--- src/itp_pkg.sv ---
// Package for the infix to postfix converter: token and postfix item types,
// action, kind and status codes. No dependencies.
`timescale 1ns / 1ps

package itp_pkg;

	// Token actions.
	localparam logic [2:0] ACT_OPERAND  = 3'd0;
	localparam logic [2:0] ACT_OPERATOR = 3'd1;
	localparam logic [2:0] ACT_OPEN     = 3'd2;
	localparam logic [2:0] ACT_CLOSE    = 3'd3;
	localparam logic [2:0] ACT_END      = 3'd4;

	// Postfix item kinds.
	localparam logic [1:0] KIND_OPERAND  = 2'd0;
	localparam logic [1:0] KIND_OPERATOR = 2'd1;
	localparam logic [1:0] KIND_END      = 2'd2;

	// Status codes carried on end items.
	localparam logic [1:0] ST_OK        = 2'd0;
	localparam logic [1:0] ST_OVERFLOW  = 2'd1;
	localparam logic [1:0] ST_UNMATCHED = 2'd2;

	// Stack entry code of an opening parenthesis; operators are 0 to 3.
	localparam logic [2:0] PAREN_CODE = 3'd4;

	typedef struct packed {
		logic [2:0]  action;
		logic [1:0]  op_code;
		logic [31:0] value;
	} token_t;

	typedef struct packed {
		logic [1:0]  kind;
		logic [1:0]  op_out;
		logic [31:0] value_out;
		logic [1:0]  status;
		logic        last;
	} pf_item_t;

endpackage

--- src/itp_ram.sv ---
// Generic single-port-write, single-port-read RAM with registered read data.
// No dependencies.
`timescale 1ns / 1ps

module itp_ram #(
	parameter int WIDTH = 8,
	parameter int DEPTH = 16,
	localparam int AW = (DEPTH > 1) ? $clog2(DEPTH) : 1
) (
	input  logic             clk,
	input  logic             we,
	input  logic [AW-1:0]    waddr,
	input  logic [WIDTH-1:0] wdata,
	input  logic [AW-1:0]    raddr,
	output logic [WIDTH-1:0] rdata
);

	logic [WIDTH-1:0] mem_q [DEPTH];

	always_ff @(posedge clk) begin
		if (we) begin
			mem_q[waddr] <= wdata;
		end
		rdata <= mem_q[raddr];
	end

endmodule

--- src/itp_out_reg.sv ---
// Output register of the postfix item channel. Decouples the sequencer from
// downstream stalls. Depends on itp_pkg.
`timescale 1ns / 1ps

module itp_out_reg (
	input  logic             clk,
	input  logic             arst_n,
	input  logic             push,
	input  itp_pkg::pf_item_t din,
	output logic             can_take,
	output logic             valid,
	input  logic             ready,
	output itp_pkg::pf_item_t dout
);

	import itp_pkg::*;

	logic     valid_q;
	pf_item_t item_q;

	// The register can load whenever it is empty or is being emptied now.
	assign can_take = !valid_q || ready;
	assign valid    = valid_q;
	assign dout     = item_q;

	always_ff @(posedge clk or negedge arst_n) begin
		if (!arst_n) begin
			valid_q <= 1'b0;
		end else if (can_take) begin
			valid_q <= push;
		end
	end

	always_ff @(posedge clk) begin
		if (push && can_take) begin
			item_q <= din;
		end
	end

endmodule

--- src/infix_to_postfix_converter.sv ---
// Infix to postfix converter (shunting-yard) top level: sequencer, stack
// pointer and cached top. Depends on itp_pkg, itp_ram and itp_out_reg.
`timescale 1ns / 1ps

//  Channel   Direction  Payload      Handshake
//  token     in         token_t      token_valid / token_ready
//  item      out        pf_item_t    item_valid / item_ready
//
// A token is taken when the sequencer is idle, then worked on in steps:
// each step produces one postfix item, discards an opening parenthesis or
// does a push. The operator stack lives in a one-read, one-write RAM; the
// top entry is cached in a register and the entry below it is always
// prefetched, so one pop finishes every cycle unless the output register
// stalls. Reset clears the stack count and the sequencer; the RAM needs no
// clearing. A stalled output register holds the sequencer in place without
// losing work.

module infix_to_postfix_converter #(
	parameter int STACK_DEPTH = 16
) (
	input  logic              clk,
	input  logic              arst_n,
	input  logic              token_valid,
	output logic              token_ready,
	input  itp_pkg::token_t   token,
	output logic              item_valid,
	input  logic              item_ready,
	output itp_pkg::pf_item_t item
);

	import itp_pkg::*;

	localparam int AW = (STACK_DEPTH > 1) ? $clog2(STACK_DEPTH) : 1;
	localparam int CW = $clog2(STACK_DEPTH + 1);

	localparam logic S_IDLE = 1'b0;
	localparam logic S_WORK = 1'b1;

	logic          state_q;
	logic [2:0]    act_q;
	logic [1:0]    op_q;
	logic [31:0]   val_q;
	logic          paren_seen_q;
	logic [CW-1:0] count_q;
	logic [2:0]    tos_q;

	logic          accept;
	logic          empty, full, top_paren, below_ok;
	logic [2:0]    below;
	logic          emit, pop, push, done, set_paren, advance, can_take;
	logic [2:0]    push_code;
	pf_item_t      em_item;
	logic [CW-1:0] count_d;
	logic [CW-1:0] rd_ptr;

	assign token_ready = (state_q == S_IDLE);
	assign accept      = token_valid && token_ready;

	assign empty     = (count_q == '0);
	assign full      = (count_q == CW'(STACK_DEPTH));
	assign top_paren = tos_q[2];
	// The RAM read data holds the entry just below the cached top, when there is one.
	assign below_ok  = (count_q > CW'(1));

	// Decide what the current token does with the present top of stack.
	always_comb begin
		emit      = 1'b0;
		pop       = 1'b0;
		push      = 1'b0;
		done      = 1'b0;
		set_paren = 1'b0;
		push_code = {1'b0, op_q};
		em_item   = '{kind: KIND_OPERAND, op_out: 2'd0, value_out: 32'd0,
			status: ST_OK, last: 1'b0};
		if (state_q == S_WORK) begin
			case (act_q)
				ACT_OPERAND: begin
					emit              = 1'b1;
					em_item.value_out = val_q;
					em_item.last      = 1'b1;
					done              = 1'b1;
				end
				ACT_OPERATOR: begin
					if (!empty && !top_paren && (tos_q[1] >= op_q[1])) begin
						// Last only if the entry below will stop the popping.
						emit           = 1'b1;
						pop            = 1'b1;
						em_item.kind   = KIND_OPERATOR;
						em_item.op_out = tos_q[1:0];
						em_item.last   = !(below_ok && !below[2] && (below[1] >= op_q[1]));
					end else if (full) begin
						emit           = 1'b1;
						em_item.kind   = KIND_END;
						em_item.status = ST_OVERFLOW;
						em_item.last   = 1'b1;
						done           = 1'b1;
					end else begin
						push = 1'b1;
						done = 1'b1;
					end
				end
				ACT_OPEN: begin
					push_code = PAREN_CODE;
					if (full) begin
						emit           = 1'b1;
						em_item.kind   = KIND_END;
						em_item.status = ST_OVERFLOW;
						em_item.last   = 1'b1;
					end else begin
						push = 1'b1;
					end
					done = 1'b1;
				end
				ACT_CLOSE: begin
					if (empty) begin
						emit           = 1'b1;
						em_item.kind   = KIND_END;
						em_item.status = ST_UNMATCHED;
						em_item.last   = 1'b1;
						done           = 1'b1;
					end else if (top_paren) begin
						pop  = 1'b1;
						done = 1'b1;
					end else begin
						// Last only when the matching parenthesis sits just below.
						emit           = 1'b1;
						pop            = 1'b1;
						em_item.kind   = KIND_OPERATOR;
						em_item.op_out = tos_q[1:0];
						em_item.last   = below_ok && below[2];
					end
				end
				ACT_END: begin
					if (empty) begin
						emit           = 1'b1;
						em_item.kind   = KIND_END;
						em_item.status = paren_seen_q ? ST_UNMATCHED : ST_OK;
						em_item.last   = 1'b1;
						done           = 1'b1;
					end else if (top_paren) begin
						pop       = 1'b1;
						set_paren = 1'b1;
					end else begin
						emit           = 1'b1;
						pop            = 1'b1;
						em_item.kind   = KIND_OPERATOR;
						em_item.op_out = tos_q[1:0];
					end
				end
				default: begin
					done = 1'b1;
				end
			endcase
		end
	end

	// Any step that produces an item waits for room in the output register.
	assign advance = !emit || can_take;

	always_comb begin
		count_d = count_q;
		if (advance && pop) begin
			count_d = count_q - CW'(1);
		end else if (advance && push) begin
			count_d = count_q + CW'(1);
		end
	end

	// Prefetch the entry that will sit below the top after this cycle.
	assign rd_ptr = count_d - CW'(2);

	itp_ram #(
		.WIDTH (3),
		.DEPTH (STACK_DEPTH)
	) u_stack (
		.clk   (clk),
		.we    (advance && push),
		.waddr (count_q[AW-1:0]),
		.wdata (push_code),
		.raddr (rd_ptr[AW-1:0]),
		.rdata (below)
	);

	itp_out_reg u_out (
		.clk      (clk),
		.arst_n   (arst_n),
		.push     (emit),
		.din      (em_item),
		.can_take (can_take),
		.valid    (item_valid),
		.ready    (item_ready),
		.dout     (item)
	);

	always_ff @(posedge clk or negedge arst_n) begin
		if (!arst_n) begin
			state_q      <= S_IDLE;
			act_q        <= ACT_OPERAND;
			paren_seen_q <= 1'b0;
			count_q      <= '0;
		end else begin
			count_q <= count_d;
			if (accept) begin
				state_q      <= S_WORK;
				act_q        <= token.action;
				paren_seen_q <= 1'b0;
			end else if (advance) begin
				if (done) begin
					state_q <= S_IDLE;
				end
				if (set_paren) begin
					paren_seen_q <= 1'b1;
				end
			end
		end
	end

	// Payload registers: token operands and the cached top of stack.
	always_ff @(posedge clk) begin
		if (accept) begin
			op_q  <= token.op_code;
			val_q <= token.value;
		end
		if (advance && pop) begin
			tos_q <= below;
		end else if (advance && push) begin
			tos_q <= push_code;
		end
	end

	// The stack count never exceeds the stack depth.
	assert property (@(posedge clk) disable iff (!arst_n)
		count_q <= CW'(STACK_DEPTH))
		else $error("stack count above depth");

	// An end item always closes the items of its token.
	assert property (@(posedge clk) disable iff (!arst_n)
		emit && (em_item.kind == KIND_END) |-> em_item.last)
		else $error("end item without last");

	// Error status appears only on end items.
	assert property (@(posedge clk) disable iff (!arst_n)
		emit && (em_item.status != ST_OK) |-> (em_item.kind == KIND_END))
		else $error("status on a non-end item");

	// A pop and a push never happen in the same step, and neither while idle.
	assert property (@(posedge clk) disable iff (!arst_n)
		(pop || push) |-> (!(pop && push) && (state_q == S_WORK)))
		else $error("illegal stack operation");

endmodule
--- config.mk ---
export PLATFORM = sky130hd
export DESIGN_NAME = infix_to_postfix_converter
export DESIGN_NICKNAME = d
export VERILOG_FILES = /design/src/itp_pkg.sv /design/src/itp_ram.sv /design/src/itp_out_reg.sv /design/src/infix_to_postfix_converter.sv
export SDC_FILE = /design/constraint.sdc
export NUM_CORES = 1
export LEC_CHECK = 0
export BUFFER_PORTS_ARGS = -buffer_cell sky130_fd_sc_hd__buf_2
export CORE_MARGIN = 2
export CORE_UTILIZATION = 62
export DETAILED_ROUTE_END_ITERATION = 8
export HOLD_SLACK_MARGIN = 0.08
export PLACE_DENSITY = 0.85
export SKIP_LAST_GASP = 1
export SLEW_MARGIN = 20
export SYNTH_ARGS = -nofsm -noshare
export SYNTH_HDL_FRONTEND = slang
export SYNTH_SLANG_ARGS = --single-unit
--- constraint.sdc ---
create_clock -name clk -period 6.5 [get_ports clk]
set_clock_uncertainty 0.1 [all_clocks]
set_input_delay 1.3 -clock clk [delete_from_list [all_inputs] [get_ports clk]]
set_output_delay 1.3 -clock clk [all_outputs]
set_load 0.02 [all_outputs]
==> metrics.md <==
| Metric | Value |
|---|---|
| Final Hold Slack | `0.419 ns` |
| Die ar. | `11200 um2` |
| Post-CTS Setup Inserts | `0` |
| Total gr overflow | `0` |
| I/O pin count | `82` |
| Largest net degree at the start of global routing | `69` |
| Die Span Y | `106 um` |
| Critical path depth | `14` |
| P&R area growth vs syn | `17.4%` |
| Setup crit end | `u_stack.rdata[0]` |
| Vias | `4758` |
| # port buffers | `81` |
| DRC | `0` |
| Worst-Margin Slew | `0.902 ns` |
| RSZ-0062 raised after global routing | `false` |
| Worst R2R End | `u_stack.rdata[0]` |
| Non-Filler Instances | `740` |
| Final Cycle Share | `74.6%` |
| Nets | `638` |
| Total global-route track usage | `28.2%` |
| Inst Count DP | `707` |
| Initial Util | `63.0%` |
| Yosys top cell by area | `edfxtp_1` |
| Synth Instances | `515` |
| Top FF cell, synth | `edfxtp_1` |
| Worst hold start | `val_q[29]` |
| Synth warn | `0` |
| Fin crit period | `4.85 ns` |
| Setup-failing EPs final | `0` |
| Vias in the first global route | `4433` |
| Initial DRC Count | `709` |
| CP Max Fanout | `68` |
| Synthesized area | `6410 um2` |
| Status | `finished, final reports clean` |
| Fmax achieved | `206 MHz` |
| Hold_buf cts | `0` |
| Hold Crit Class | `flop to flop` |
| Clock root buffer | `clkbuf_8` |
| Crit path largest cell delay | `0.78 ns` |
| Initial antenna violation count | `0` |
| Async set-reset flop share out of synthesis | `7.97%` |
| Critical Path RT | `6.79 ns` |
| Clock sinks | `138` |
| H-tree levels | `4` |
| Slew Limit Fails | `0` |
| Critical-path cell list | `buf_4 -> inv_1 -> ha_1 -> nor4b_4 -> o41ai_2 -> nor3_4 -> buf_4 -> nor3_2 -> buf_4 -> a22o_1 -> a31oi_1 -> nand4_1 -> o2111ai_1 -> nand4_1` |
| WL/cell | `20.6 um` |
| Filler cells | `647` |
| R2R depth | `14` |
| Crit end category | `flop` |
| Startpoint Class | `flop` |
| Syn Nets | `562` |
| Met1 Use GR | `39.6%` |
| Worst path bufs/invs | `4` |
| Post-synth cell types | `57` |
| Max stage delay cell, worst path | `nor3_4` |
| Crit Reg-Reg Startpoint | `count_q[0]` |
| Top cell type's share of synthesized area | `58.1%` |
| Max-slew headroom | `39.7%` |
| Synthesized area per cell | `12.5 um2` |
| Post-Route WL | `15200 um` |
| Reg clk slew, reported paths | `0.07 ns` |
| Vias per cell | `6.43` |
| Grt peak-use layer | `met2` |
| Crit path kind | `flop to flop` |
| Count leader, synth | `edfxtp_1` |
| Leakage | `2.80 nW` |
| Top cells by area, synth | `edfxtp_1 (58%), dfrtp_1 (4.3%), and2_1 (3.4%)` |
| Setup crit start | `count_q[0]` |
| Site row count | `37` |
| Router iterations before antenna repair | `7` |
| Setup TNS | `0 ns` |
| Reg2Reg Setup Slack | `1.65 ns` |
| # diodes | `0` |
| Routability-driven placement congestion ratio | `0.963` |
| Clk_lat worst skew | `0.53 ns` |
| Top cells by count, synth | `edfxtp_1 (124), nand2_1 (46), nand3_1 (39), and2_1 (35), a31oi_1 (25)` |
| Ratio of cells with drive above 1 in the final layout | `24.2%` |
| CP delay by family, top | `simple AND/OR/NAND/NOR gates` |
| Crit path DAT | `5.14 ns` |
| GR Util met2 | `42.7%` |
| Die X-Extent | `106 um` |
| Max cap viols | `0` |
| Clk buf depth | `2` |
| CTS Buf Count | `17` |
| First-pass GRT wire length | `23800 um` |
| PD cells | `520 nW/um2` |
| EDFF count, synth | `124` |
| Hold Violations, Final | `0` |
| Grt met3 use | `6.06%` |
| Yosys reg bits | `138` |
| Detail Route Antenna Nets | `0` |
| Hpwl dp | `9960 um` |
| Crit path top cell by count | `buf_4` |
| CTS tree | `yes` |
| Worst VDD drop | `404 uV` |
| Sequential-to-total area share from yosys stat | `63.3%` |
| # resized after CTS | `0` |
| CORE AREA | `10200 um2` |
## power breakdown
group	switching, mW	leakage, nW	internal, mW
sequential	0.136	1.31	1.23
clock	0.426	0.283	0.498
combinational	1.08	1.20	0.546
total	1.64	2.80	2.27
## final cells by class
class                      instances  area (um2)  area share (%)
sequential                       138        4060            53.9
tap                              136         170            2.26
multi-input combinational        328        2160            28.6
timing repair buffer              92         508            6.75
clock inverter                    15         170            2.26
clock buffer                      17         414            5.50
inverter                          14        52.6           0.698
## through the flow
stage | power, mW | cell area, um2 | utilization [%] | worst slack, ns
after floorplan | 2.53 | 6410 | - | 2.77
after global placement | 2.90 | 6920 | 67.9 | 2.03
after detailed placement | 2.95 | 6920 | 67.9 | 1.86
after CTS | 3.88 | 7500 | 73.7 | 1.78
after global routing | 4.12 | 7530 | 73.9 | 1.31
final | 3.91 | 7530 | 73.9 | 1.65
## cell families after synthesis
| family | share of synthesized area, % |
|---|---|
| AO/OA/AOI/OAI | 12.0 |
| XOR/XNOR | 1.48 |
| buffers and inverters | 3.43 |
| multiplexers | 0.917 |
| AND/OR/NAND/NOR | 17.7 |
| flip-flops | 63.3 |
| adder cells (fa/ha/maj) | 1.17 |
## registers in the layout, summed over array words and instances (netlist names)
signal,count
count_q,5
u_stack.mem_q,48
op_q,2
u_out.dout,39
state_q,1
u_out.valid,1
u_stack.rdata,3
val_q,32
act_q,3
tos_q,3
paren_seen_q,1
## cell usage in the layout (no fill, tap or decap), drive strengths merged, types with 2 or more instances in the layout
cell       n
a21o       2
a21oi      8
a22o      12
a22oi     14
a31oi     25
and2      35
and3      24
buf       92
clkbuf    17
clkinv     5
dfrtp     11
dfxtp      3
edfxtp   124
ha         6
inv       23
mux2       4
nand2     47
nand2b     4
nand3     39
nand3b     3
nand4     15
nor2      11
nor2b      5
nor3      14
nor3b      2
nor4b      2
o2111ai   12
o211ai    12
o21ai     10
o22ai      2
o311ai     2
xnor2      4
xor2       3
## per-layer routing
metal | wire length, um | share of wire, %
met5 | 0 | 0
met4 | 556 | 3.6
met3 | 1470 | 9.6
met2 | 7130 | 47
met1 | 6100 | 40
## how the worst min path moves through the flow
stage / cells past startpoint / to
after floorplan: 1 / u_out.dout[10]
after global placement: 1 / u_out.dout[32]
after detailed placement: 1 / u_out.dout[31]
after CTS: 1 / u_out.dout[12]
after global routing: 1 / u_out.dout[12]
final: 1 / u_out.dout[32]
(Power assumes the default switching activity.)
